==> src/rtl/core/btmx_ram.sv <==
// generic simple dual-port ram with registered read
`default_nettype none

module btmx_ram #(
    parameter int WIDTH = 8,
    parameter int DEPTH = 64
) (
    input  wire logic                     clk,
    input  wire logic                     wr_en,
    input  wire logic [$clog2(DEPTH)-1:0] wr_addr,
    input  wire logic [WIDTH-1:0]         wr_data,
    input  wire logic                     rd_en,
    input  wire logic [$clog2(DEPTH)-1:0] rd_addr,
    output logic      [WIDTH-1:0]         rd_data
);

    logic [WIDTH-1:0] mem [DEPTH];

    // write port
    always_ff @(posedge clk)
    begin
        if (wr_en)
        begin
            mem[wr_addr] <= wr_data;
        end
    end

    // registered read port
    always_ff @(posedge clk)
    begin
        if (rd_en)
        begin
            rd_data <= mem[rd_addr];
        end
    end

endmodule

`default_nettype wire

==> config.mk <==
export PLATFORM = sky130hd
export DESIGN_NAME = btmx_ram
export DESIGN_NICKNAME = d
export VERILOG_FILES = /design/src/rtl/core/btmx_ram.sv
export SDC_FILE = /design/constraint.sdc
export NUM_CORES = 1
export LEC_CHECK = 0
export BUFFER_PORTS_ARGS = -buffer_cell sky130_fd_sc_hd__buf_2
export CORE_MARGIN = 5
export CORE_UTILIZATION = 40
export CTS_CLUSTER_SIZE = 10
export DETAILED_ROUTE_END_ITERATION = 8
export PLACE_DENSITY = 0.65
export REMOVE_ABC_BUFFERS = 1
export SLEW_MARGIN = 10
export SYNTH_ARGS = -nofsm -noshare
export SYNTH_HDL_FRONTEND = slang
export SYNTH_SLANG_ARGS = --single-unit
==> constraint.sdc <==
create_clock -name clk -period 1.9 [get_ports clk]
set_input_delay 0.095 -clock clk [delete_from_list [all_inputs] [get_ports clk]]
set_output_delay 0.095 -clock clk [all_outputs]
set_load 0.05 [all_outputs]
==> run_results.csv <==
group,metric,value,unit
setup_path,start_kind,"register",
synthesis,yosys.cell_types.count,39,
floorplanning,die-width,235,µm
floorplanning,die_height,235,µm
clock_tree,clk_pin_slew,0.05,ns
pwr,power_density,983,mW/mm²
sta,hold_slack,0.0174,ns
clock_tree,root_buffer,"clkbuf_16",
placed_design,place_area,0.0223,mm²
clock_tree,cts.sinks,520,
detailed_routing,drt_first_pass_iters,5,
layout,multiInputGateArea,0.00441,mm²
layout,regArea,0.0156,mm²
detailed_routing,routed_wirelength,45300,µm
placed_design,globalplace.congestion,0.817,
synthesis,yosysSeqAreaShare,0.771,
layout,final_area,0.0239,mm²
synthesis,synth_seq_cells,520,
sta,max_slew_margin,0.520,
setup_path,reg2regPathDepth,5,
sta,fin_ws,-0.0592,ns
synthesis,synthCells,940,
global_route,grt_pass1_wl,68100,µm
setup_path,end_kind,"register",
global_route,grt_max_degree,65,
setup_path,worstSetupPathType,"reg -> reg",
synthesis,syn_area_per_cell,21.5,µm²
clock_tree,post_cts_buffers,0,
clock_tree,cts_made_buffers,58,
setup_path,path_max_fanout,1,
pwr,power_leakage,0.00775,µW
sta,post-route-period-util,1.03,
detailed_routing,wl_per_cell,24.9,µm
layout,syn_to_final_growth,18.2,%
sta,max_freq,510,MHz
setup_path,critPathArrivalTime,2.28,ns
detailed_routing,vias,9993,
sta,setup_viol,5,
hold_path,hp-class,"in -> reg",
clock_tree,cts_tree,"done",
layout,finalNetCount,1163,
sta,worst_slew_pin_slew,0.720,ns
detailed_routing,vias_per_cell,5.50,
layout,drive_gt1_frac,0.355,
detailed_routing,drt_iter0_markers,1206,
pwr,vdd_drop_max,672,µV
global_route,antenna_found_initial,3,
floorplanning,fp.coreArea,0.0501,mm²
synthesis,synth_top_cells_by_count,"edfxtp_1, mux4_2, nor2_1",
hold_path,hold_depth,2,
status,outcome,"finished, violations left",
synthesis,synth.top_cell.area_share,0.771,
synthesis,yosysMostFrequentCell,"edfxtp_1",
clock_tree,clk_path_buf_depth,3,
placed_design,port-buffer-count,30,
synthesis,synthFlopType,"edfxtp_1",
global_route,grt-ovfl-total,0,
detailed_routing,drc,0,
synthesis,synth.largest_area_cell,"edfxtp_1",
synthesis,synthArstFlopShare,0,
global_route,grt_usage,0.163,
status,violations,"negative setup slack",
detailed_routing,ant_nets,0,
floorplanning,dieArea,0.0552,mm²
setup_path,worstPathRequired,2.22,ns
synthesis,ys_warn_count,0,
synthesis,synth_edf_count,520,
job,cap_violations,0,
sta,drv_slew,0,
synthesis,syn_area,0.0202,mm²
global_route,grt_pass1_vias,10494,
floorplanning,ios,31,
floorplanning,rows,82,
placed_design,place_hpwl,28700,µm
synthesis,netlist_top_cells_area,"edfxtp_1, mux4_2, nor2_1, mux2i_1, mux2_2",
floorplanning,start_util,0.404,
layout,fillers,4100,
sta,fin_crit,1.96,ns
sta,hold_viol,0,
clock_tree,clock_latency,0.58,ns
clock_tree,htreeDepth,2,
sta,fin_skew,0.0170,ns
sta,rsz0062_at_grt,"yes",
-- final timing paths --
kind | startpoint | endpoint | slack, ns
worst max-delay path | mem[21][6] | rd_data[6] | -0.06
worst min register to register | mem[22][1] | rd_data[1] | 0.93
worst min-delay path | wr_data[5] | mem[18][5] | 0.02
worst max register to register | mem[21][6] | rd_data[6] | -0.06
-- report_power, final --
group,total (µW),internal (µW),switching [µW]
registers,12800,12700,33.9
clock network,9380,5420,3950
logic,1380,571,814
-- metal layers --
layer,part of all wire,global-route usage
met1,0.42,0.229
met2,0.48,0.263
met3,0.069,0.0306
met4,0.031,0.0503
met5,0.00015,0
-- per-stage QoR --
step | util | instances | worst slack, ns | TNS [ns] | power [µW]
2_1_floorplan | - | 889 | 0.0773 | 0 | 13500
3_3_place_gp | 0.446 | 1751 | -0.451 | -2.90 | 14300
3_5_place_dp | 0.446 | 1751 | -0.462 | -2.96 | 14400
4_1_cts | 0.478 | 1816 | -0.0639 | -0.244 | 23700
5_1_grt | 0.478 | 1816 | -0.0968 | -0.462 | 24300
6_report | 0.478 | 1818 | -0.0592 | -0.237 | 23500
-- flip-flops by register name, indices dropped and copies added, names as in the netlist --
register  cells
mem         512
rd_data       8
-- area by class of cell --
class | count | area share
sequential | 520 | 0.652
clock inverter | 3 | 0.000888
timing repair buffer | 191 | 0.0653
multi-input combinational | 369 | 0.184
antenna | 2 | 0.000209
tap | 672 | 0.0351
clock buffer | 61 | 0.0620
-- cell usage in the layout (no fill, tap or decap), drive strengths merged, types with 2 or more instances in the layout --
cell type	count
nand3	13
nand2	19
a2111oi	2
nor3	7
nand3b	3
o221ai	8
mux4	126
a22oi	3
clkinv	2
clkbuf	62
o22ai	8
o2bb2ai	3
o2111ai	3
edfxtp	520
buf	189
nand4	2
diode	2
mux2i	23
o32ai	2
mux2	13
nor2b	14
nor2	83
nor4	2
a21oi	3
o41ai	2
a221oi	6
o21a	2
o21ai	4
nand2b	7
o221a	2
a211oi	4
-- cells by family after synthesis --
| family | synth area share |
|---|---|
| compound gates | 0.0206 |
| buf+inv | 0.0156 |
| flops | 0.771 |
| mux | 0.159 |
| simple gates | 0.0337 |
-- repair_timing --
item                                    CTS  global route
hold buffers                              1             0
gates resized for setup                  17             5
pin swaps                                 4             0
endpoints found under the setup margin    6             8
endpoints found under the hold margin     8             0
cloned                                    0             0
-- critical path, cell delays in order, from the launching register on --
cell and delay, ns:
edfxtp_1 0.36, mux4_2 0.48, mux2_4 0.29, o221a_2 0.29, nor3_4 0.16, o32ai_1 0.12
No activity file was read; power rests on OpenSTA's default activity.
