[src/rtl/core/btmx_pkg.sv]
// shared types, constants and codes for the binary trie max-xor block
`default_nettype none

package btmx_pkg;

    // key and trie geometry
    localparam int KEY_WIDTH   = 32;
    localparam int NODE_COUNT  = 32768;
    localparam int COUNT_WIDTH = 16;

    localparam int NODE_W   = $clog2(NODE_COUNT);
    localparam int FREE_W   = NODE_W + 1;
    localparam int LEVEL_W  = $clog2(KEY_WIDTH);
    localparam int NEED_W   = $clog2(KEY_WIDTH + 1);
    localparam int CMD_W    = 2;
    localparam int STATUS_W = 3;

    localparam logic [LEVEL_W-1:0] LVL_TOP = LEVEL_W'(KEY_WIDTH - 1);

    typedef logic [NODE_W-1:0]      node_idx_t;
    typedef logic [COUNT_WIDTH-1:0] count_t;

    localparam count_t CNT_MAX = '1;

    // one pool entry: links and counts of both children live in the parent
    typedef struct packed {
        count_t     cnt_one;
        count_t     cnt_zero;
        node_idx_t  link_one;
        node_idx_t  link_zero;
        logic [1:0] present;
    } node_t;

    localparam int NODE_BITS = $bits(node_t);

    typedef enum logic [CMD_W-1:0] {
        CMD_INSERT = 2'd0,
        CMD_REMOVE = 2'd1,
        CMD_QUERY  = 2'd2,
        CMD_CLEAR  = 2'd3
    } cmd_e;

    typedef enum logic [STATUS_W-1:0] {
        ST_OK        = 3'd0,
        ST_POOL_FULL = 3'd1,
        ST_ABSENT    = 3'd2,
        ST_EMPTY     = 3'd3,
        ST_OVERFLOW  = 3'd4
    } status_e;

    typedef enum logic [2:0] {
        S_IDLE,
        S_PASS1,
        S_DECIDE,
        S_PASS2,
        S_RESP
    } ctl_state_e;

    // control from the sequencer to the walk datapath
    typedef struct packed {
        logic accept;
        logic clear;
        cmd_e cmd;
        logic pass1;
        logic decide;
        logic pass2;
        logic top;
        logic load;
    } walk_ctl_t;

endpackage

`default_nettype wire

[src/rtl/core/btmx_path.sv]
// walk datapath: key rotator, node update, root entry, allocator and result shifter
`default_nettype none

module btmx_path (
    input  wire logic                              clk,
    input  wire logic                              rst_n,
    input  wire btmx_pkg::walk_ctl_t               ctl,
    input  wire logic [btmx_pkg::KEY_WIDTH-1:0]    key_value,
    output logic                                   fail,
    output logic [btmx_pkg::KEY_WIDTH-1:0]         best_xor,
    output logic [btmx_pkg::STATUS_W-1:0]          status,
    output logic                                   ram_wr_en,
    output btmx_pkg::node_idx_t                    ram_wr_addr,
    output logic [btmx_pkg::NODE_BITS-1:0]         ram_wr_data,
    output logic                                   ram_rd_en,
    output btmx_pkg::node_idx_t                    ram_rd_addr,
    input  wire logic [btmx_pkg::NODE_BITS-1:0]    ram_rd_data
);

    localparam int KW = btmx_pkg::KEY_WIDTH;
    localparam int SW = btmx_pkg::FREE_W + 1;

    // registers
    logic [KW-1:0]                  key_reg, key_next;
    logic [KW-1:0]                  sr_reg, sr_next;
    btmx_pkg::node_idx_t            u_reg, u_next;
    logic                           fresh_reg, fresh_next;
    logic                           alive_reg, alive_next;
    logic                           over_reg, over_next;
    logic [btmx_pkg::NEED_W-1:0]    need_reg, need_next;
    btmx_pkg::status_e              st_reg, st_next;
    btmx_pkg::node_t                root_reg, root_next;
    logic [btmx_pkg::FREE_W-1:0]    free_reg, free_next;
    logic [KW-1:0]                  best_reg;
    logic [btmx_pkg::STATUS_W-1:0]  status_reg;

    // current level decode
    btmx_pkg::node_t                cur, upd;
    logic                           c, has_c, has_o, ok_in, take_o, alloc, walk, miss;
    btmx_pkg::count_t               cnt_c, cnt_o, cc_c, cc_o, cnt_new;
    btmx_pkg::node_idx_t            link_c, link_o, link_new, nxt, free_idx;
    logic                           pool_full, is_insert;

    assign walk      = ctl.pass1 || ctl.pass2;
    assign is_insert = (ctl.cmd == btmx_pkg::CMD_INSERT);
    assign free_idx  = free_reg[btmx_pkg::NODE_W-1:0];

    // node at the current level: root entry, a fresh node, or the ram word
    always_comb
    begin
        if (ctl.top)
        begin
            cur = root_reg;
        end
        else if (fresh_reg)
        begin
            cur = '0;
        end
        else
        begin
            cur = btmx_pkg::node_t'(ram_rd_data);
        end
        c      = key_reg[KW-1];
        has_c  = c ? cur.present[1] : cur.present[0];
        has_o  = c ? cur.present[0] : cur.present[1];
        cnt_c  = c ? cur.cnt_one : cur.cnt_zero;
        cnt_o  = c ? cur.cnt_zero : cur.cnt_one;
        link_c = c ? cur.link_one : cur.link_zero;
        link_o = c ? cur.link_zero : cur.link_one;
        cc_c   = has_c ? cnt_c : '0;
        cc_o   = has_o ? cnt_o : '0;
        ok_in  = ctl.top || alive_reg;
        miss   = !(ok_in && has_c);
        take_o = ok_in && (cc_o != '0);
    end

    // updated entry and next node for the commit pass
    always_comb
    begin
        alloc    = ctl.pass2 && is_insert && !has_c;
        link_new = alloc ? free_idx : link_c;
        if (is_insert)
        begin
            cnt_new = has_c ? (cnt_c + 1'b1) : btmx_pkg::count_t'(1);
        end
        else
        begin
            cnt_new = cnt_c - 1'b1;
        end
        upd = cur;
        if (c)
        begin
            upd.cnt_one  = cnt_new;
            upd.link_one = link_new;
        end
        else
        begin
            upd.cnt_zero  = cnt_new;
            upd.link_zero = link_new;
        end
        if (is_insert)
        begin
            upd.present = cur.present | (c ? 2'b10 : 2'b01);
        end
        if (ctl.pass1 && (ctl.cmd == btmx_pkg::CMD_QUERY) && take_o)
        begin
            nxt = link_o;
        end
        else
        begin
            nxt = link_new;
        end
    end

    // pool check and failure decision after the check pass
    assign pool_full = ({1'b0, free_reg} + SW'(need_reg)) > SW'(btmx_pkg::NODE_COUNT);
    assign fail      = is_insert ? (pool_full || over_reg) : !alive_reg;

    // next values of the walk registers
    always_comb
    begin
        key_next   = key_reg;
        sr_next    = sr_reg;
        u_next     = u_reg;
        fresh_next = fresh_reg;
        alive_next = alive_reg;
        over_next  = over_reg;
        need_next  = need_reg;
        st_next    = st_reg;
        root_next  = root_reg;
        free_next  = free_reg;

        if (ctl.accept)
        begin
            key_next = key_value;
            sr_next  = '0;
            st_next  = btmx_pkg::ST_OK;
        end
        if (ctl.clear)
        begin
            root_next.present = '0;
            free_next         = btmx_pkg::FREE_W'(1);
        end

        // one key bit per level, rotated so the second pass sees it again
        if (walk)
        begin
            key_next   = {key_reg[KW-2:0], key_reg[KW-1]};
            u_next     = nxt;
            fresh_next = alloc;
        end

        if (ctl.pass1)
        begin
            unique case (ctl.cmd)
                btmx_pkg::CMD_INSERT:
                begin
                    alive_next = !miss;
                    over_next  = (!ctl.top && over_reg) || (!miss && (cnt_c == btmx_pkg::CNT_MAX));
                    need_next  = (ctl.top ? '0 : need_reg) +
                                 {{(btmx_pkg::NEED_W-1){1'b0}}, miss};
                end
                btmx_pkg::CMD_REMOVE:
                begin
                    alive_next = ok_in && (cc_c != '0);
                end
                btmx_pkg::CMD_QUERY:
                begin
                    alive_next = take_o || (ok_in && (cc_c != '0));
                    sr_next    = {sr_reg[KW-2:0], take_o};
                    if (ctl.top && !alive_next)
                    begin
                        st_next = btmx_pkg::ST_EMPTY;
                    end
                end
                default:
                begin
                    alive_next = alive_reg;
                end
            endcase
        end

        if (ctl.decide && fail)
        begin
            if (!is_insert)
            begin
                st_next = btmx_pkg::ST_ABSENT;
            end
            else if (pool_full)
            begin
                st_next = btmx_pkg::ST_POOL_FULL;
            end
            else
            begin
                st_next = btmx_pkg::ST_OVERFLOW;
            end
        end

        // commit pass: root entry lives in flops, new nodes come off the counter
        if (ctl.pass2)
        begin
            if (ctl.top)
            begin
                root_next = upd;
            end
            if (alloc)
            begin
                free_next = free_reg + 1'b1;
            end
        end
    end

    // trie state that reset defines
    always_ff @(posedge clk or negedge rst_n)
    begin
        if (!rst_n)
        begin
            root_reg <= '0;
            free_reg <= btmx_pkg::FREE_W'(1);
        end
        else
        begin
            root_reg <= root_next;
            free_reg <= free_next;
        end
    end

    // walk payload registers
    always_ff @(posedge clk)
    begin
        key_reg   <= key_next;
        sr_reg    <= sr_next;
        u_reg     <= u_next;
        fresh_reg <= fresh_next;
        alive_reg <= alive_next;
        over_reg  <= over_next;
        need_reg  <= need_next;
        st_reg    <= st_next;
    end

    // result register
    always_ff @(posedge clk)
    begin
        if (ctl.load)
        begin
            best_reg   <= sr_reg;
            status_reg <= st_reg;
        end
    end

    assign best_xor = best_reg;
    assign status   = status_reg;

    // node pool access: write back the current node, fetch the next one
    assign ram_wr_en   = ctl.pass2 && !ctl.top;
    assign ram_wr_addr = u_reg;
    assign ram_wr_data = upd;
    assign ram_rd_en   = walk;
    assign ram_rd_addr = nxt;

endmodule

`default_nettype wire

[config.mk]
export PLATFORM = sky130hd
export DESIGN_NAME = btmx_path
export DESIGN_NICKNAME = d
export VERILOG_FILES = /design/src/rtl/core/btmx_pkg.sv /design/src/rtl/core/btmx_path.sv
export SDC_FILE = /design/constraint.sdc
export NUM_CORES = 1
export LEC_CHECK = 0
export BUFFER_PORTS_ARGS = -buffer_cell sky130_fd_sc_hd__buf_2
export CAP_MARGIN = 30
export CORE_MARGIN = 5
export CORE_UTILIZATION = 50
export CTS_BUF_LIST = sky130_fd_sc_hd__clkbuf_4
export CTS_CLUSTER_DIAMETER = 50
export DETAILED_ROUTE_END_ITERATION = 16
export PLACE_DENSITY = 0.74
export SETUP_SLACK_MARGIN = 0.4
export SKIP_CTS_REPAIR_TIMING = 1
export SLEW_MARGIN = 25
export SYNTH_ARGS = -nofsm -noshare
export SYNTH_HDL_FRONTEND = slang
export SYNTH_SLANG_ARGS = --single-unit
[constraint.sdc]
create_clock -name clk -period 3.72 [get_ports clk]
set_input_delay 0.558 -clock clk [delete_from_list [all_inputs] [get_ports clk]]
set_output_delay 0.558 -clock clk [all_outputs]
set_load 0.05 [all_outputs]
==> results of run 1 <==
==> metrics by stage <==
| step | setup WS [ns] | util | TNS (ns) | hold WS (ns) | cells |
|---|---|---|---|---|---|
| after floorplan | 0.1506 | - | 0 | 0.2624 | 1150 |
| after global placement | -0.06649 | 0.6174 | -0.4096 | 0.4154 | 1694 |
| after detailed placement | -0.1244 | 0.6174 | -1.058 | 0.4172 | 1694 |
| after CTS | -0.7182 | 0.6489 | -25.65 | 0.03702 | 1795 |
| after global routing | -0.6217 | 0.7595 | -20.04 | 0.1363 | 1855 |
| final | -0.5360 | 0.7595 | -16.42 | 0.1772 | 1855 |
==> power by group through the flow <==
stage | clock (mW) | combinational (mW) | sequential, mW
global placement | 0 | 3.28 | 2.96
global route | 2.21 | 4.60 | 3.01
floorplan | 0 | 2.21 | 3.10
CTS | 2.05 | 3.33 | 2.94
finish | 2.06 | 4.45 | 2.99
detailed placement | 0 | 3.32 | 2.98
==> critical path, delay by kind of cell (launching register included) <==
kind	cells	cell delay [ns]
compound gates	5	1.53
buf+inv	4	0.67
simple gates	3	0.40
flops	1	0.38
==> synthesized netlist by cell type (31+ instances only) <==
cell,instances,area (sq um)
o21ai_0,58,290.3
edfxtp_1,91,2733
a21oi_1,70,350.3
dfxtp_1,35,700.7
dfrtp_1,79,1977
nor2_1,70,262.8
nand3_1,35,175.2
clkbuf_1,68,255.2
mux2_2,78,878.3
a22oi_1,52,390.4
o221ai_1,31,271.5
nand2_1,129,484.2
==> per-layer routing <==
layer | vias to the layer above | part of all wire | GRT usage
li1 | 5134 | - | -
met4 | 0 | 0.059 | 0.09881
met2 | 1008 | 0.46 | 0.3928
met5 | - | 0 | 0
met1 | 5681 | 0.36 | 0.3596
met3 | 240 | 0.11 | 0.06022
==> final timing paths <==
check / startpoint / endpoint / slack [ns] / depth (start not counted)
min: key_value[0] / key_reg[0] / 0.18 / 3
max: fresh_reg / ram_rd_addr[13] / -0.54 / 12
min in group asynchronous: rst_n / root_reg[35] / 0.44 / 2
max reg2reg: free_reg[0] / st_reg[0] / 0.51 / 10
max in group asynchronous: rst_n / root_reg[45] / 2.64 / 3
min reg2reg: st_reg[1] / status[1] / 0.43 / 0
==> cells by family (layout without fill, tap and decap cells) <==
| kind of cell | count (synthesis) | after routing | synth area share |
|---|---|---|---|
| compound gates | 341 | 341 | 0.2027 |
| mux | 101 | 101 | 0.1000 |
| xor+xnor | 30 | 30 | 0.02285 |
| other cells | 0 | 3 | 0 |
| buf+inv | 115 | 532 | 0.04048 |
| flops | 206 | 206 | 0.4728 |
| fa+ha+maj | 16 | 16 | 0.01807 |
| simple gates | 341 | 341 | 0.1430 |
==> cell type report <==
| cell class | count | area [sq um] |
|---|---|---|
| multi-input combinational | 829 | 7178 |
| fill | 1310 | 5444 |
| sequential | 206 | 5436 |
| timing repair buffer | 406 | 3398 |
| clock buffer | 87 | 653.1 |
| tap | 285 | 356.6 |
| inverter | 25 | 106.4 |
| clock inverter | 14 | 60.06 |
| antenna | 3 | 7.507 |
==> flow_metrics.py, run 1 <==
metrics = {
    "yosys": {
        "synth_edf_count": 91,
        "ys_seq_area_frac": 0.4728,
        "syn_inst": 1150,
        "synth_flop_cell": "edfxtp_1",
        "ys_ff_latch": 206,
        "synthDistinctLibCells": 82,
        "syn_nets": 1273,
        "synth_area_sq_um": 11500,
        "synthArstFlopShare": 0.3883,
        "syn_area_per_cell_sq_um": 9.998,
        "yosysWarnings": 0,
    },
    "floorplanning": {
        "pin_count": 239,
        "die_h_um": 161.6,
        "dieArea_sq_um": 26130,
        "rows": 55,
        "start_util": 0.5078,
        "die_w_um": 161.6,
        "core-area_sq_um": 22640,
    },
    "placement": {
        "port-buffer-count": 238,
        "place_area_sq_um": 13980,
        "hpwl_um": 25050,
        "place_congestion": 0.9778,
    },
    "worst_setup_path": {
        "crit_type": "reg2out",
        "crit_required_ns": 3.16,
        "end_kind": "output port",
        "cp_slowest_cell": "a22oi_1",
        "cpPeakStageDelay_ns": 0.42,
        "crit_top_cell": "buf_6",
        "crit_chain": "buf_6, nor2_4, buf_6, a22oi_1, nand3_1, o22ai_1, a311o_1, nand2_4, clkbuf_16, o221ai_1, a22o_2, buf_8",
        "cp_data_arrival_time_ns": 3.70,
        "crit_fanout": 7,
        "critPathLaunchType": "flop",
    },
    "power_and_ir_drop": {
        "switching_power_mw": 3.931,
        "vdd_ir_drop_max_mv": 0.5349,
        "seq_power_share": 0.315,
        "switching_share": 0.4137,
        "comb_power_share": 0.469,
        "p_int_mw": 5.571,
        "power_density_nw_per_um2": 552.6,
        "p_leak_nw": 7.037,
        "power_mw": 9.502,
        "clock_power_share": 0.217,
    },
    "layout": {
        "layout.nets": 1645,
        "layout_common_cells": "buf_2, nand2_1, buf_4, edfxtp_1, clkbuf_4",
        "final_common_cell": "buf_2",
        "area_delta_synth_final_pct": 49.57,
        "drive_gt1_frac": 0.5188,
        "postLayoutCellArea_sq_um": 17200,
        "largest_register_ffs": 64,
    },
    "drt": {
        "viasPerCell": 6.503,
        "first_pass_iters": 6,
        "drc": 0,
        "wl_per_cell_um": 23.77,
        "ant_nets": 0,
        "drt-initial-drc-count": 1778,
        "drt_wl_total_um": 44090,
        "vias": 12060,
    },
    "sta": {
        "fmax_ghz": 0.2350,
        "tightest_slew_ns": 0.8688,
        "finalSetupViolCount": 44,
        "clock_skew_ns": 0.08491,
        "hold_viol_final": 0,
        "final_max_slew_viol_count": 0,
        "fin_crit_ns": 4.256,
        "fin_crit_sh": 1.144,
        "rsz0062_at_grt": "true",
        "slew_headroom": 0.4187,
        "timing.final.ws_setup_ns": -0.5360,
    },
    "global_route": {
        "antenna_found_initial": 3,
        "grt_pass1_vias": 10520,
        "grt_overflow_total": 0,
        "grt_pass1_wl_um": 55070,
        "grt_max_degree": 74,
        "grtUsageTotal": 0.2578,
    },
    "cts": {
        "clockBufferDepth": 3,
        "cts_root_buffer": "clkbuf_4",
        "cts_tree": "built",
        "clock-sinks": 206,
        "clock_latency_ns": 0.72,
        "numCtsBuffers": 54,
        "clkTransAtPathRegs_ns": 0.06,
        "htree_num_levels": 2,
    },
    "run_status": {
        "status": "finished with violations",
        "violations": "negative setup slack",
    },
    "run": {
        "maxCapViolations": 0,
    },
    "worst_hold_path": {
        "hold_path.class": "in2reg",
    },
}
Power figures use the tool's default switching activity.
==> run 2, diff against run 1 <==
--- a/config.mk
+++ b/config.mk
@@ -7,12 +7,14 @@
 export LEC_CHECK = 0
 export BUFFER_PORTS_ARGS = -buffer_cell sky130_fd_sc_hd__buf_2
 export CAP_MARGIN = 30
+export CELL_PAD_IN_SITES_DETAIL_PLACEMENT = 1
+export CELL_PAD_IN_SITES_GLOBAL_PLACEMENT = 1
 export CORE_MARGIN = 5
-export CORE_UTILIZATION = 50
+export CORE_UTILIZATION = 40
 export CTS_BUF_LIST = sky130_fd_sc_hd__clkbuf_4
 export CTS_CLUSTER_DIAMETER = 50
 export DETAILED_ROUTE_END_ITERATION = 16
-export PLACE_DENSITY = 0.74
+export PLACE_DENSITY_LB_ADDON = 0.1
 export SETUP_SLACK_MARGIN = 0.4
 export SKIP_CTS_REPAIR_TIMING = 1
 export SLEW_MARGIN = 25
==> constraint.sdc (replaced) <==
create_clock -name clk -period 3.75 [get_ports clk]
set_input_delay 0.5625 -clock clk [delete_from_list [all_inputs] [get_ports clk]]
set_output_delay 0.5625 -clock clk [all_outputs]
set_load 0.05 [all_outputs]
==> run 2 against run 1 <==
Sequential power is 2% lower. Global-route usage is 1.6 points lower. Final area is 4.7% lower. Final cell count is 5.0% higher. Worst setup slack better by 0.059 ns. The run still ends with negative setup slack left. Power is 5.5% lower. Via count is 7.7% lower. Die area is 23% higher.
==> flow_metrics.py, run 2 (synthesis gave the netlist of run 1 again) <==
metrics = {
    "drt": {
        "drc": 0,
        "vias": 11140,
        "first_pass_iters": 5,
        "drt-initial-drc-count": 658,
        "ant_nets": 0,
        "viasPerCell": 5.720,
        "wl_per_cell_um": 22.34,
        "drt_wl_total_um": 43500,
    },
    "worst_setup_path": {
        "critPathLaunchType": "flop",
        "cpPeakStageDelay_ns": 0.42,
        "end_kind": "output port",
        "cp_data_arrival_time_ns": 3.66,
        "crit_type": "reg2out",
        "cp_slowest_cell": "edfxtp_1",
        "crit_chain": "buf_12, buf_6, nor3b_1, nor2_1, a31o_2, a311o_1, buf_6, and2_1, buf_12, a22o_2, buf_2",
        "worst-r2r-setup-slack_ns": 0.52,
        "crit_required_ns": 3.19,
        "crit_fanout": 14,
    },
    "layout": {
        "layout.nets": 1635,
        "largest_register_ffs": 64,
        "postLayoutCellArea_sq_um": 16380,
        "area_delta_synth_final_pct": 42.47,
        "final_common_cell": "buf_2",
        "drive_gt1_frac": 0.4689,
        "nFillCells": 3189,
        "layout_common_cells": "buf_2, buf_4, nand2_1, edfxtp_1, clkbuf_4",
    },
    "sta": {
        "rsz0062_at_grt": "true",
        "hold_viol_final": 0,
        "fin_hold_ws_ns": 0.1771,
        "fin_crit_sh": 1.127,
        "slew_headroom": 0.4527,
        "timing.final.ws_setup_ns": -0.4768,
        "clock_skew_ns": 0.06013,
        "tightest_slew_ns": 0.8209,
        "final_max_slew_viol_count": 0,
        "finalSetupViolCount": 42,
        "fin_crit_ns": 4.227,
        "fmax_ghz": 0.2366,
    },
    "run": {
        "maxCapViolations": 0,
    },
    "power_and_ir_drop": {
        "p_leak_nw": 6.784,
        "vdd_ir_drop_max_mv": 0.3624,
        "power_mw": 8.977,
        "power_density_nw_per_um2": 548.0,
    },
    "cts": {
        "clock-sinks": 206,
        "htree_num_levels": 2,
        "clockBufferDepth": 3,
        "clock_latency_ns": 0.72,
        "cts_tree": "built",
        "clkTransAtPathRegs_ns": 0.07,
        "cts_root_buffer": "clkbuf_4",
        "numCtsBuffers": 58,
    },
    "floorplanning": {
        "start_util": 0.4027,
        "core-area_sq_um": 28550,
        "pin_count": 239,
        "die_w_um": 179.5,
        "die_h_um": 179.5,
        "rows": 62,
        "dieArea_sq_um": 32230,
    },
    "global_route": {
        "grtUsageTotal": 0.2421,
        "grt_pass1_wl_um": 63520,
        "grt_overflow_total": 0,
        "antenna_found_initial": 2,
        "grt_max_degree": 64,
        "grt_pass1_vias": 11480,
    },
    "worst_hold_path": {
        "hold_path.class": "in2reg",
    },
    "run_status": {
        "status": "finished with violations",
        "violations": "negative setup slack",
    },
    "placement": {
        "port-buffer-count": 238,
        "place_area_sq_um": 14180,
        "hpwl_um": 30090,
        "place_congestion": 0.8823,
    },
}
run 2: routing by layer:
metal  share of wire  wire length [um]  vias up  global-route usage
met4           0.031              1338        0             0.08991
met2            0.50             21830      410              0.4155
met5               0                 0        -                   0
li1                -                 -     5115                   -
met1            0.41             17730     5526              0.3015
met3           0.060              2601       85             0.05113
run 2: final cells by class:
| type | instances | area (sq um) | share of cell area |
|---|---|---|---|
| Clock inverter | 27 | 125.1 | 0.007638 |
| Tap cell | 384 | 480.5 | 0.02933 |
| Clock buffer | 82 | 615.6 | 0.03758 |
| Sequential cell | 206 | 5436 | 0.3319 |
| Antenna cell | 2 | 5.005 | 0.0003055 |
| Multi-Input combinational cell | 829 | 6636 | 0.4051 |
| Timing Repair Buffer | 392 | 2985 | 0.1822 |
| Inverter | 25 | 96.34 | 0.005881 |
run 2: path summary, 6_finish.rpt:
check                       startpoint              end  cells past startpoint
max in group asynchronous        rst_n     root_reg[37]                      4
min                             ctl[7]     free_reg[10]                      2
max reg2reg                free_reg[0]        st_reg[0]                     10
min in group asynchronous        rst_n      root_reg[6]                      2
min reg2reg                  st_reg[0]        status[0]                      0
max                          fresh_reg  ram_rd_addr[12]                     11
run 2: metrics by stage:
stage	utilization	setup slack (ns)	TNS [ns]	std cells
after floorplan	-	0.2077	0	1150
after global placement	0.4969	-0.03529	-0.1390	1806
after detailed placement	0.4969	-0.04295	-0.2452	1806
after CTS	0.5228	-0.6557	-24.62	1915
after global routing	0.5738	-0.5990	-20.72	1947
final	0.5738	-0.4768	-15.32	1947
run 2: where the power goes:
| part | leakage (nW) | switching, mW | internal (mW) | total [mW] |
|---|---|---|---|---|
| combinational | 4.11 | 2.45 | 1.55 | 3.99 |
| clock | 0.432 | 1.03 | 1.02 | 2.05 |
| sequential | 2.24 | 0.220 | 2.71 | 2.93 |
| total | 6.78 | 3.70 | 5.28 | 8.98 |
run 2: worst max-delay path: cells and delay by family, from the launching register on:
family | cells | cell delay (ns)
AO/OA/AOI/OAI | 3 | 0.90
buffers and inverters | 5 | 0.88
flip-flops | 1 | 0.42
AND/OR/NAND/NOR | 3 | 0.72
