## config.mk

```make
export PLATFORM = sky130hd
export DESIGN_NAME = btmx_ctrl
export DESIGN_NICKNAME = d
export VERILOG_FILES = /design/src/rtl/core/btmx_pkg.sv /design/src/rtl/core/btmx_ctrl.sv
export SDC_FILE = /design/constraint.sdc
export NUM_CORES = 1
export LEC_CHECK = 0
export ABC_AREA = 1
export BUFFER_PORTS_ARGS = -buffer_cell sky130_fd_sc_hd__buf_4
export CORE_AREA = 2 2 39 41
export CTS_CLUSTER_DIAMETER = 100
export DETAILED_ROUTE_END_ITERATION = 8
export DIE_AREA = 0 0 41 43
export GPL_TIMING_DRIVEN = 0
export MAX_ROUTING_LAYER = met4
export PLACE_DENSITY = 0.86
export SYNTH_ARGS = -nofsm -noshare
export SYNTH_HDL_FRONTEND = slang
export SYNTH_SLANG_ARGS = --single-unit
```

## constraint.sdc

```tcl
create_clock -name clk -period 2.06 [get_ports clk]
set_clock_uncertainty 0.15 [all_clocks]
set_input_delay 0.103 -clock clk [delete_from_list [all_inputs] [get_ports clk]]
set_output_delay 0.103 -clock clk [all_outputs]
set_load 0.05 [all_outputs]
```

## src/rtl/core/btmx_pkg.sv

```systemverilog
// shared types, constants and codes for the binary trie max-xor block
`default_nettype none

package btmx_pkg;

    // key and trie geometry
    localparam int KEY_WIDTH   = 32;
    localparam int NODE_COUNT  = 32768;
    localparam int COUNT_WIDTH = 16;

    localparam int NODE_W   = $clog2(NODE_COUNT);
    localparam int FREE_W   = NODE_W + 1;
    localparam int LEVEL_W  = $clog2(KEY_WIDTH);
    localparam int NEED_W   = $clog2(KEY_WIDTH + 1);
    localparam int CMD_W    = 2;
    localparam int STATUS_W = 3;

    localparam logic [LEVEL_W-1:0] LVL_TOP = LEVEL_W'(KEY_WIDTH - 1);

    typedef logic [NODE_W-1:0]      node_idx_t;
    typedef logic [COUNT_WIDTH-1:0] count_t;

    localparam count_t CNT_MAX = '1;

    // one pool entry: links and counts of both children live in the parent
    typedef struct packed {
        count_t     cnt_one;
        count_t     cnt_zero;
        node_idx_t  link_one;
        node_idx_t  link_zero;
        logic [1:0] present;
    } node_t;

    localparam int NODE_BITS = $bits(node_t);

    typedef enum logic [CMD_W-1:0] {
        CMD_INSERT = 2'd0,
        CMD_REMOVE = 2'd1,
        CMD_QUERY  = 2'd2,
        CMD_CLEAR  = 2'd3
    } cmd_e;

    typedef enum logic [STATUS_W-1:0] {
        ST_OK        = 3'd0,
        ST_POOL_FULL = 3'd1,
        ST_ABSENT    = 3'd2,
        ST_EMPTY     = 3'd3,
        ST_OVERFLOW  = 3'd4
    } status_e;

    typedef enum logic [2:0] {
        S_IDLE,
        S_PASS1,
        S_DECIDE,
        S_PASS2,
        S_RESP
    } ctl_state_e;

    // control from the sequencer to the walk datapath
    typedef struct packed {
        logic accept;
        logic clear;
        cmd_e cmd;
        logic pass1;
        logic decide;
        logic pass2;
        logic top;
        logic load;
    } walk_ctl_t;

endpackage

`default_nettype wire

```

## src/rtl/core/btmx_ctrl.sv

```systemverilog
// sequencer: request handshake, level counter, pass control and result valid
`default_nettype none

module btmx_ctrl (
    input  wire logic                           clk,
    input  wire logic                           rst_n,
    input  wire logic                           in_valid,
    input  wire logic [btmx_pkg::CMD_W-1:0]     cmd,
    input  wire logic                           out_stall,
    input  wire logic                           fail,
    output logic                                in_stall,
    output logic                                out_valid,
    output btmx_pkg::walk_ctl_t                 ctl
);

    btmx_pkg::ctl_state_e             state_reg, state_next;
    btmx_pkg::cmd_e                   cmd_reg, cmd_next;
    logic [btmx_pkg::LEVEL_W-1:0]     level_reg, level_next;
    logic                             out_valid_reg, out_valid_next;
    logic                             out_free;

    assign out_free = !out_valid_reg || !out_stall;

    // control registers
    always_ff @(posedge clk or negedge rst_n)
    begin
        if (!rst_n)
        begin
            state_reg     <= btmx_pkg::S_IDLE;
            cmd_reg       <= btmx_pkg::CMD_INSERT;
            level_reg     <= btmx_pkg::LVL_TOP;
            out_valid_reg <= 1'b0;
        end
        else
        begin
            state_reg     <= state_next;
            cmd_reg       <= cmd_next;
            level_reg     <= level_next;
            out_valid_reg <= out_valid_next;
        end
    end

    // next state, level count and result valid
    always_comb
    begin
        state_next     = state_reg;
        cmd_next       = cmd_reg;
        level_next     = level_reg;
        out_valid_next = out_valid_reg && out_stall;
        unique case (state_reg)
            btmx_pkg::S_IDLE:
            begin
                if (in_valid)
                begin
                    cmd_next   = btmx_pkg::cmd_e'(cmd);
                    level_next = btmx_pkg::LVL_TOP;
                    if (btmx_pkg::cmd_e'(cmd) == btmx_pkg::CMD_CLEAR)
                    begin
                        state_next = btmx_pkg::S_RESP;
                    end
                    else
                    begin
                        state_next = btmx_pkg::S_PASS1;
                    end
                end
            end
            btmx_pkg::S_PASS1:
            begin
                if (level_reg == '0)
                begin
                    level_next = btmx_pkg::LVL_TOP;
                    if (cmd_reg == btmx_pkg::CMD_QUERY)
                    begin
                        state_next = btmx_pkg::S_RESP;
                    end
                    else
                    begin
                        state_next = btmx_pkg::S_DECIDE;
                    end
                end
                else
                begin
                    level_next = level_reg - 1'b1;
                end
            end
            btmx_pkg::S_DECIDE:
            begin
                state_next = fail ? btmx_pkg::S_RESP : btmx_pkg::S_PASS2;
            end
            btmx_pkg::S_PASS2:
            begin
                if (level_reg == '0)
                begin
                    level_next = btmx_pkg::LVL_TOP;
                    state_next = btmx_pkg::S_RESP;
                end
                else
                begin
                    level_next = level_reg - 1'b1;
                end
            end
            btmx_pkg::S_RESP:
            begin
                if (out_free)
                begin
                    out_valid_next = 1'b1;
                    state_next     = btmx_pkg::S_IDLE;
                end
            end
            default:
            begin
                state_next = btmx_pkg::S_IDLE;
            end
        endcase
    end

    // outputs decoded from state
    always_comb
    begin
        in_stall   = 1'b1;
        out_valid  = out_valid_reg;
        ctl        = '0;
        ctl.cmd    = cmd_reg;
        ctl.top    = (level_reg == btmx_pkg::LVL_TOP);
        unique case (state_reg)
            btmx_pkg::S_IDLE:
            begin
                in_stall   = 1'b0;
                ctl.accept = in_valid;
                ctl.clear  = in_valid &&
                             (btmx_pkg::cmd_e'(cmd) == btmx_pkg::CMD_CLEAR);
            end
            btmx_pkg::S_PASS1:  ctl.pass1  = 1'b1;
            btmx_pkg::S_DECIDE: ctl.decide = 1'b1;
            btmx_pkg::S_PASS2:  ctl.pass2  = 1'b1;
            btmx_pkg::S_RESP:   ctl.load   = out_free;
            default:            ctl.load   = 1'b0;
        endcase
    end

endmodule

`default_nettype wire

```

==> summary.md, run 1 <==
| Metric | Value |
|---|---|
| Run status | completed |
| Max FFs per register | 5 |
| Port Buffers | 17 |
| Sink Count | 11 |
| Worst EP required | 1.81 ns |
| Final nets | 126 |
| Share of the synthesized area in the top cell type | 22.9% |
| Initial antenna violation count | 0 |
| Pins Over Slew Limit | 0 |
| Met2 Use GR | 32.5% |
| Die W | 41 um |
| Ant diodes | 0 |
| Worst Tran Pin Value | approximately 0.25 ns |
| Warnings, synthesis | 0 |
| Post-CTS sizing | 0 |
| Max VDD drop | 1040 uV |
| H-tree Lvls | 1 |
| Top achievable clock speed | just under 600 MHz |
| Total CTS buffers | 3 |
| Final setup TNS | 0 ns |
| Pin count of the biggest net entering global routing | 12 |
| Dominant cells by area after synthesis | dfrtp_1 23%, dfstp_2 20%, nand2_1 18% |
| WP buf/inv | 2 |
| Synth Register Bits | 11 |
| Global-route wire length before repair | around 2.3 mm |
| GR Overflow Total | 0 |
| Sequential area share after synthesis | 42.9% |
| Met1 Usage GRT | a little under a quarter |
| CP Cell Sequence | nor2_4 > nand3_2 > inv_1 > buf_4 |
| Skew-Pair Late Insertion Delay | 0.28 ns |
| Crit path launch type | register |
| GRT Util Overall | 20.5% |
| DRC viols | 0 |
| Post-synthesis cell type count | 17 |
| CTS root buf | clkbuf_4 |
| CTS clk-pin slew, worst paths | roughly 0.07 ns |
| Setup violators final | 0 |
| Pwr/cell area | ~1700 nW/um2 |
| Post-synthesis cell count | 91 |
| Number of synthesized flops with an enable pin | 0 |
| Die height | 43 um |
| Vias/cell | around 5 |
| Synth cell count leaders | 31 x nand2_1, 11 x inv_1, 9 x nand3_1, 9 x nor2_1, 6 x dfrtp_1 |
| Top Usage Layer GRT | met2 |
| Final Routed Wirelength | 1.41 mm |
| Proportion of layout cells with a drive suffix above 1 | around 30% |
| Most common cell in the synthesized netlist | nand2_1 |
| Core area | 1380 um2 |
| RSZ-0062 raised after global routing | no |
| CP max stage cell | dfrtp_1 |
| Initial Utilization | 47.5% |
| CP Capture Type | output port |
| Final RePlAce weighted congestion | 0.898 |
| DIE AREA | ~1800 um2 |
| Final HPWL DP | 1.05 mm |
| Final worst path period need | approximately 1.7 ns |
| Synth Cell Area | roughly 660 um2 |
| Initial DRT Pass Iterations | 4 |
| Number of I/O pins | 18 |
| Clk buf depth | 2 |
| Row cnt | 14 |
| Final hold vios | 0 |
| Crit path max-delay family | flip-flops |
| Synthesized Nets | 100 |
| Critical Path Max Stage Delay | 0.47 ns |
| DR iter-0 viols | 23 |
| Crit Path Class | reg2out |
| Max_cap viols | 0 |
| Util after Layout | a little over three fifths |
| Dominant cell type by area after synthesis | dfrtp_1 |
| CTS tree | yes |
| HP Class | in2reg |
| Syn avg cell area | 7.22 um2 |
| Layout area overhead | 32.6% |
| DR WL/cell | 10.7 um |
| Vias in the first global route | 593 |
| Prevailing post-synth register cell | dfrtp_1 |
| Pleak | around 0.50 nW |
| Worst relative slew slack | 83.3% |
| Fin crit share | between 80% and 90% |
| Antenna-violating nets left | 0 |
| Routed via count | 644 |
| Critical path arrival | 1.44 ns |
| GR Layer Usage met3 | 4.71% |
| Max Fanout on Critical Path | 7 |
| FFs w/ async S/R, synth | 100% |
through the flow:
| step | cells | power (mW) | hold slack, ns | area (um2) | worst slack (ns) |
|---|---|---|---|---|---|
| after CTS | 132 | 1.49 | 0.0127 | 871 | 0.382 |
| after global routing | 132 | 1.60 | 0.0562 | 871 | 0.285 |
| after floorplan | 91 | 1.10 | -0.343 | 657 | 0.0187 |
| final | 132 | 1.50 | 0.0247 | 871 | 0.370 |
| after detailed placement | 124 | 1.34 | -0.206 | 805 | 0.561 |
| after global placement | 124 | 1.31 | -0.208 | 805 | 0.570 |
placed cells by master, fill, tap and decap left out:
cell type,netlist,routed
nor2_1,9,9
inv_2,3,3
nand4_1,1,1
ha_1,2,2
dlygate4sd3_1,0,4
nor3_2,1,1
clkbuf_1,0,1
nand2_2,2,2
inv_1,11,11
nor2_2,1,1
dfstp_2,5,5
buf_4,0,17
nand3_1,9,9
nand3_2,1,1
clkbuf_4,0,3
dfrtp_1,6,6
o21ai_0,4,4
nor3_1,2,2
a21oi_1,1,1
nand2_1,31,31
nor2_4,2,2
timing repair:
action | in CTS | in global routing
setup endpoints to repair | 0 | 0
hold buffers | 4 | 0
setup buffers | 0 | 0
endpoints found under the hold margin | 14 | 0
worst reg2reg max path, stage by stage (launching register included):
cell and delay (ns):
dfstp_2 0.55, inv_1 0.06, ha_1 0.22, nand3_1 0.13
nand2_2 0.08, inv_2 0.08, nor2_4 0.04, nand2_1 0.06
nand2_1 0.04
path summary, 6_finish.rpt:
kind	start	to	slack (ns)	cells after the start
worst max-delay path	state_reg[0]$_DFFE_PN0P_	ctl[8]	0.37	4
worst min-delay path	in_valid	cmd_reg[0]$_DFFE_PN0P_	0.02	4
worst max register to register	level_reg[0]$_DFFE_PN1P_	state_reg[2]$_DFFE_PN0P_	0.55	8
worst min register to register	level_reg[4]$_DFFE_PN1P_	level_reg[4]$_DFFE_PN1P_	0.31	2
max in group asynchronous	rst_n	level_reg[4]$_DFFE_PN1P_	1.50	2
min in group asynchronous	rst_n	cmd_reg[0]$_DFFE_PN0P_	0.04	2
power breakdown:
group | internal [mW] | switching [mW]
combinational | 0.276 | 0.634
sequential | 0.335 | 0.0986
clock | 0.0752 | 0.0770
routing by layer:
metal | vias up | wire [um]
met4 | 0 | 29
met3 | 5 | 62
met5 | - | 0
met2 | 15 | 695
met1 | 294 | 620
li1 | 330 | -
area by class of cell:
| type | instances | area [um2] |
|---|---|---|
| inverters | 14 | 52.6 |
| flip-flops and latches | 11 | 282 |
| clock buffers | 4 | 26.3 |
| multi-input cells | 66 | 323 |
| repair buffers | 21 | 168 |
| fillers | 123 | 513 |
| well taps | 16 | 20.0 |
kinds of logic after synthesis:
logic type / count (synthesis) / share of synthesized area, %
buf+inv: 14 / 8.00
fa+ha+maj: 2 / 3.81
compound gates: 5 / 3.81
simple gates: 59 / 41.5
flops: 11 / 42.9
Note: power is estimated with default switching activity, not from simulation.
==> run 2, diff against run 1 <==
--- a/config.mk
+++ b/config.mk
@@ -7,13 +7,12 @@
 export LEC_CHECK = 0
 export ABC_AREA = 1
 export BUFFER_PORTS_ARGS = -buffer_cell sky130_fd_sc_hd__buf_4
-export CORE_AREA = 2 2 39 41
+export CORE_UTILIZATION = 49
 export CTS_CLUSTER_DIAMETER = 100
 export DETAILED_ROUTE_END_ITERATION = 8
-export DIE_AREA = 0 0 41 43
 export GPL_TIMING_DRIVEN = 0
 export MAX_ROUTING_LAYER = met4
-export PLACE_DENSITY = 0.86
+export PLACE_DENSITY = 0.85
 export SYNTH_ARGS = -nofsm -noshare
 export SYNTH_HDL_FRONTEND = slang
 export SYNTH_SLANG_ARGS = --single-unit
==> constraint.sdc (replaced) <==
create_clock -name clk -period 1.7 [get_ports clk]
set_clock_uncertainty 0.15 [all_clocks]
set_input_delay 0.085 -clock clk [delete_from_list [all_inputs] [get_ports clk]]
set_output_delay 0.085 -clock clk [all_outputs]
set_load 0.05 [all_outputs]
==> run 2 against run 1 <==
  * Combinational power is 22% higher
  * Cell count is 1.5% lower
  * Clock-buffer cell count stayed put
  * Critical endpoint is now ctl[7]
  * Setup slack worse by 0.28 ns
  * Cell area is 0.86% higher
  * First-iteration DRC count is 78% lower
  * Via count is 0.31% lower
  * Clock power is 11% higher
  * Global-route usage is 2.0 points higher
  * Non-clock buffer count stayed put
==> summary.md, run 2 (synthesis results as in run 1) <==
| Metric | Value |
|---|---|
| Run status | completed |
| Crit path launch type | register |
| Initial antenna violation count | 0 (unchanged) |
| Max_cap viols | 0 (unchanged) |
| Worst setup startpoint | state_reg[1]$_DFFE_PN0P_ |
| Proportion of layout cells with a drive suffix above 1 | 32.8% (+2.6 points) |
| Setup violators final | 0 (unchanged) |
| Combinational fraction of design power | 61.3% (+0.4 points) |
| Worst slack at placement | 0.201 ns (-0.359 ns) |
| Final worst path period need | approximately 1.6 ns |
| Core area | 1170 um2 (-15%) |
| WHS Path Cells | 4 (unchanged) |
| R2R cell count | 8 (unchanged) |
| Final setup TNS | 0 ns (unchanged) |
| Row cnt | 12 (-2) |
| Skew-Pair Late Insertion Delay | 0.26 ns (-0.02 ns) |
| CTS tree | yes |
| Global-route wire length before repair | 2.26 mm (-3.5%) |
| Pleak | 0.505 nW (about the same) |
| Crit Path Class | reg2out |
| Clock share of power | 9.4% (-0.8 points) |
| Power Internal | 839 uW (+22%) |
| DIE AREA | 1490 um2 (-15%) |
| RSZ-0062 raised after global routing | no |
| # fillers | 89 (-28%) |
| Die height | 38.6 um (-10%) |
| Critical path arrival | 1.37 ns (-0.07 ns) |
| Initial DRT Pass Iterations | 4 (unchanged) |
| Port Buffers | 17 (unchanged) |
| Top achievable clock speed | 622 MHz |
| Max FFs per register | 5 (unchanged) |
| Part of the power in registers | 29.3% (+0.3 points) |
| Final nets | 126 (unchanged) |
| DRC viols | 0 (unchanged) |
| Final RePlAce weighted congestion | 0.880 (-2.1%) |
| Pins Over Slew Limit | 0 (unchanged) |
| Final HPWL DP | 1.05 mm (-0.16%) |
| Vias/cell | 4.94 (+1.2%) |
| CP Capture Type | output port |
| Switching Share | 53.7% (-0.42 points) |
| HP Class | in2reg |
| RR Endpoint | state_reg[1]$_DFFE_PN0P_ |
| Final Routed Wirelength | 1.33 mm (-5.6%) |
| DR iter-0 viols | 5 (-78%) |
| Pwr/cell area | 2060 nW/um2 (+20%) |
| Worst EP required | 1.46 ns (-0.35 ns) |
| Worst min-delay path startpoint | in_valid |
| Initial Utilization | 56.1% (+8.6 points) |
| Total CTS buffers | 3 (unchanged) |
| Max VDD drop | 1280 uV (+23%) |
| Die W | 38.6 um (-5.8%) |
| Sink Count | 11 (unchanged) |
| DR WL/cell | 10.2 um (-4.2%) |
| Net Sw Power | 973 uW (+20%) |
| CTS clk-pin slew, worst paths | 0.07 ns (about the same) |
| Commonest non-fill, non-tap cell in the layout | nand2_1 |
| Pin count of the biggest net entering global routing | 12 (unchanged) |
| Final hold vios | 0 (unchanged) |
| Routed via count | 642 (-0.31%) |
| Worst relative slew slack | 84.1% (+0.78 points) |
| Antenna-violating nets left | 0 (unchanged) |
| Hold endpoint | cmd_reg[0]$_DFFE_PN0P_ |
| CTS root buf | clkbuf_4 |
| Layout area overhead | 33.7% |
| Ant diodes | 0 (unchanged) |
| GRT Util Overall | 22.5% (+2.0 points) |
| Clk buf depth | 2 (unchanged) |
| Fin crit share | around 95% |
| GR Overflow Total | 0 (unchanged) |
| H-tree Lvls | 1 (unchanged) |
| Post-CTS Setup Bufs | 0 (unchanged) |
| Slack of the critical path | 0.0932 ns (-0.277 ns) |
| Worst R2R Start | level_reg[0]$_DFFE_PN1P_ |
| Reg2reg setup slack | 0.21 ns (-0.34 ns) |
| Number of I/O pins | 18 (unchanged) |
| Commonest non-fill, non-tap cells in the layout | 31 x nand2_1, 16 x buf_4, 10 x inv_1, 9 x nor2_1, 9 x nand3_1 |
| Vias in the first global route | 570 (-3.9%) |
| Worst Tran Pin Value | 0.237 ns (-0.0116 ns) |
| Max Fanout on Critical Path | 7 (unchanged) |
## run 2: cell types whose count changed in the layout (fill, tap and decap cells not counted)
cell and delta:
inv_1 -1, buf_4 -1, nor3_1 -1, nor3_2 +1, inv_2 +1, dfrtp_1 -1
dfrtp_2 +1, buf_6 +1
## run 2: repair_timing
| action | in CTS | in global routing |
|---|---|---|
| hold endpoints to repair | 14 | 0 |
| hold buffers | 4 | 0 |
| setup endpoints to repair | 0 | 2 |
| resized for setup | 0 | 3 |
## run 2: cell type report
type                            instances  area [um2]  area share (%)
Sequential cell                        11         283            32.2
Inverter                               14        52.6            5.98
Timing Repair Buffer                   21         171            19.5
Tap cell                               14        17.5            1.99
Clock buffer                            4        26.3            2.99
Multi-Input combinational cell         66         328            37.3
## run 2: power groups by stage
| stage | registers, mW | logic [mW] | clock network, mW |
|---|---|---|---|
| detailed placement | 0.532 | 1.10 | 0 |
| CTS | 0.527 | 1.11 | 0.173 |
| floorplan | 0.622 | 0.717 | 0 |
| global route | 0.549 | 1.22 | 0.184 |
| global placement | 0.525 | 1.07 | 0 |
| finish | 0.531 | 1.11 | 0.169 |
## run 2: layer usage
layer	up-vias	GRT usage, %	wire [um]
li1	332	-	-
met1	294	27.1	607
met2	14	39.6	665
met3	2	5.20	51
met4	0	2.59	4
met5	-	-	0
## run 2: worst max-delay path: stages (launching register included)
cell and delay [ns]:
dfrtp_1 0.44, nor2_4 0.22, nand4_1 0.14, nor2_1 0.11
buf_4 0.20
## run 2: worst max-delay path by stage
| stage | to | cells after the start | slack, ns |
|---|---|---|---|
| after floorplan | state_reg[1]$_DFFE_PN0P_ | 5 | 0.002 |
| after global placement | state_reg[1]$_DFFE_PN0P_ | 8 | 0.21 |
| after detailed placement | state_reg[1]$_DFFE_PN0P_ | 8 | 0.20 |
| after CTS | ctl[8] | 4 | 0.03 |
| after global routing | ctl[7] | 4 | 0.02 |
| final | ctl[7] | 4 | 0.09 |
## run 2: per-stage QoR
| step | hold WS [ns] | cell area (um2) | total power, mW | cells | util [%] |
|---|---|---|---|---|---|
| 2_1_floorplan | -0.361 | 662 | 1.34 | 91 | - |
| 3_3_place_gp | -0.227 | 807 | 1.60 | 122 | 68.9 |
| 3_5_place_dp | -0.227 | 807 | 1.63 | 122 | 68.9 |
| 4_1_cts | 0.0121 | 873 | 1.81 | 130 | 74.6 |
| 5_1_grt | 0.0401 | 878 | 1.95 | 130 | 75.0 |
| 6_report | 0.0244 | 878 | 1.81 | 130 | 75.0 |
==> run 3, diff against run 2 <==
--- a/config.mk
+++ b/config.mk
@@ -12,7 +12,8 @@
 export DETAILED_ROUTE_END_ITERATION = 8
 export GPL_TIMING_DRIVEN = 0
 export MAX_ROUTING_LAYER = met4
-export PLACE_DENSITY = 0.85
+export PLACE_DENSITY = 0.77
+export SKIP_LAST_GASP = 1
 export SYNTH_ARGS = -nofsm -noshare
 export SYNTH_HDL_FRONTEND = slang
 export SYNTH_SLANG_ARGS = --single-unit
==> run 3 against run 2 <==
  * Clock-buffer cell count is the same
  * Combinational power is essentially flat
  * Critical path depth is the same
  * Fmax shrank 2.0%
  * Critical endpoint is now ctl[8]
  * Largest power group unchanged
==> summary.md, run 3 (synthesis results as in run 1) <==
| Metric | Value |
|---|---|
| Skew-Pair Late Insertion Delay | 0.27 ns (about the same) |
| Sink Count | 11 (unchanged) |
| Inst Count DP | 122 (unchanged) |
| Part of the power in registers | 29.2% (about the same) |
| Proportion of layout cells with a drive suffix above 1 | 33.3% (+0.57 points) |
| Slack of the critical path | 0.0611 ns (-0.0321 ns) |
| Antenna-violating nets left | 0 (unchanged) |
| Max VDD drop | 1330 uV (+3.5%) |
| Max_cap viols | 0 (unchanged) |
| GR Overflow Total | 0 (unchanged) |
| Worst slack at placement | 0.206 ns (+0.00458 ns) |
| Pleak | 0.509 nW (+0.94%) |
| Net Sw Power | 993 uW (+2.1%) |
| Min Hold Slack | 0.00788 ns (-0.0165 ns) |
| Final HPWL DP | 1.08 mm (+2.8%) |
| Core area | 1170 um2 (unchanged) |
| Final worst path period need | 1.64 ns (+0.0321 ns) |
| Die height | 38.6 um (unchanged) |
| Worst R2R Start | level_reg[0]$_DFFE_PN1P_ |
| CTS root buf | clkbuf_4 |
| Initial antenna violation count | 0 (unchanged) |
| CTS clk-pin slew, worst paths | 0.07 ns (about the same) |
| Setup violators final | 0 (unchanged) |
| Pin count of the biggest net entering global routing | 12 (unchanged) |
| Crit path launch type | register |
| DRC viols | 0 (unchanged) |
| Die W | 38.6 um (unchanged) |
| Clock share of power | 9.5% (about the same) |
| Layout area overhead | 34.5% |
| CP max stage cell | dfrtp_2 |
| CP Cell Sequence | nor2_4 > nand3_2 > inv_1 > buf_4 |
| Commonest non-fill, non-tap cell in the layout | nand2_1 |
| Vias/cell | 4.89 (-0.92%) |
| Clk buf depth | 2 (unchanged) |
| Hold endpoint | cmd_reg[0]$_DFFE_PN0P_ |
| Critical path arrival | 1.40 ns (+0.03 ns) |
| CP Capture Type | output port |
| DR iter-0 viols | 17 (+12) |
| RR Endpoint | state_reg[2]$_DFFE_PN0P_ |
| Total CTS buffers | 3 (unchanged) |
| R2R cell count | 8 (unchanged) |
| Combinational fraction of design power | 61.3% (about the same) |
| Port Buffers | 17 (unchanged) |
| Vias in the first global route | 539 (-5.4%) |
| Routed via count | 641 (-0.16%) |
| Util after Layout | 75.4% (+0.43 points) |
| Worst Tran Pin Value | 0.223 ns (-0.0142 ns) |
| Row cnt | 12 (unchanged) |
| Initial DRT Pass Iterations | 4 (unchanged) |
| Worst EP required | 1.46 ns (about the same) |
| HP Class | in2reg |
| Global-route wire length before repair | 2.17 mm (-4.3%) |
| Switching Share | 53.8% (+0.13 points) |
| Final Routed Wirelength | 1.43 mm (+7.7%) |
| DR WL/cell | 10.9 um (+6.9%) |
| H-tree Lvls | 1 (unchanged) |
| Crit Path Class | reg2out |
| Final hold vios | 0 (unchanged) |
| Crit path depth | 4 (unchanged) |
| Critical Path Max Stage Delay | 0.46 ns (+0.02 ns) |
| WP buf/inv | 2 (+1) |
| Worst relative slew slack | 85.1% (+0.95 points) |
| Reg2reg setup slack | 0.21 ns (about the same) |
| Final non-filler cell total | 131 (+0.77%) |
| Total power | 1.84 mW (+1.8%) |
| Final RePlAce weighted congestion | 0.842 (-4.2%) |
| Commonest non-fill, non-tap cells in the layout | 31 x nand2_1, 18 x buf_4, 11 x inv_1, 9 x nor2_1, 9 x nand3_1 |
| Max FFs per register | 5 (unchanged) |
| Initial Utilization | 56.1% (unchanged) |
| Number of I/O pins | 18 (unchanged) |
| WHS Path Cells | 4 (unchanged) |
| GRT Util Overall | 22.5% (about the same) |
| Crit path max-delay family | flip-flops |
| Ant diodes | 0 (unchanged) |
| Worst min-delay path startpoint | in_valid |
| Fin crit share | 96.4% (+1.9 points) |
| Final nets | 127 (+0.79%) |
| Pins Over Slew Limit | 0 (unchanged) |
| CTS tree | yes |
| RSZ-0062 raised after global routing | yes |
| DIE AREA | 1490 um2 (unchanged) |
| Max Fanout on Critical Path | 7 (unchanged) |
| Run status | completed |
| Pwr/cell area | 2090 nW/um2 (+1.2%) |
| Top achievable clock speed | 610 MHz (-2.0%) |
| Power Internal | 852 uW (+1.5%) |
==> run 3: cell types whose count changed in the layout (fill, tap and decap cells not counted), sizes merged <==
cell,change
buf,+1
==> run 3: cell type report <==
cell class | count | area, um2
Fill cell | 84 | 288
Multi-Input combinational cell | 66 | 328
Timing Repair Buffer | 22 | 175
Inverter | 14 | 52.6
Clock buffer | 4 | 26.3
Tap cell | 14 | 17.5
Sequential cell | 11 | 284
==> run 3: per-layer routing <==
layer  wire [um]  global-route usage (%)
met2         695                    35.4
met3          77                    8.67
met1         641                    26.2
met4          17                    7.76
met5           0                       -
==> run 3: repair_timing <==
| action | 4_1_cts | 5_1_grt |
|---|---|---|
| hold buffers | 4 | 0 |
| endpoints found under the hold margin | 14 | 0 |
| gates resized for setup | 0 | 2 |
| endpoints found under the setup margin | 0 | 3 |
| setup buffers | 0 | 1 |
==> run 3: worst min-delay path: stages <==
cell and delay [ns]:
buf_4 0.09, nand3_2 0.09, nand2_1 0.08, nand2_1 0.05
==> run 3: how the worst max path moves through the flow <==
stage,start,endpoint
finish,state_reg[0]$_DFFE_PN0P_,ctl[8]
global route,state_reg[0]$_DFFE_PN0P_,ctl[8]
CTS,state_reg[0]$_DFFE_PN0P_,ctl[8]
detailed placement,level_reg[0]$_DFFE_PN1P_,state_reg[2]$_DFFE_PN0P_
global placement,level_reg[0]$_DFFE_PN1P_,state_reg[1]$_DFFE_PN0P_
floorplan,state_reg[2]$_DFFE_PN0P_,state_reg[1]$_DFFE_PN0P_
==> run 3: metrics by stage <==
step / TNS (ns) / instance area, um2
after floorplan: 0 / 662
after global placement: 0 / 807
after detailed placement: 0 / 807
after CTS: 0 / 873
after global routing: -0.0100 / 883
final: 0 / 883
==> run 3: power by group through the flow <==
stage               clock network, mW  logic, mW  registers (mW)
floorplan                           0      0.717           0.622
global placement                    0       1.08           0.528
detailed placement                  0       1.10           0.535
CTS                             0.179       1.11           0.532
global route                    0.190       1.22           0.554
finish                          0.176       1.13           0.538
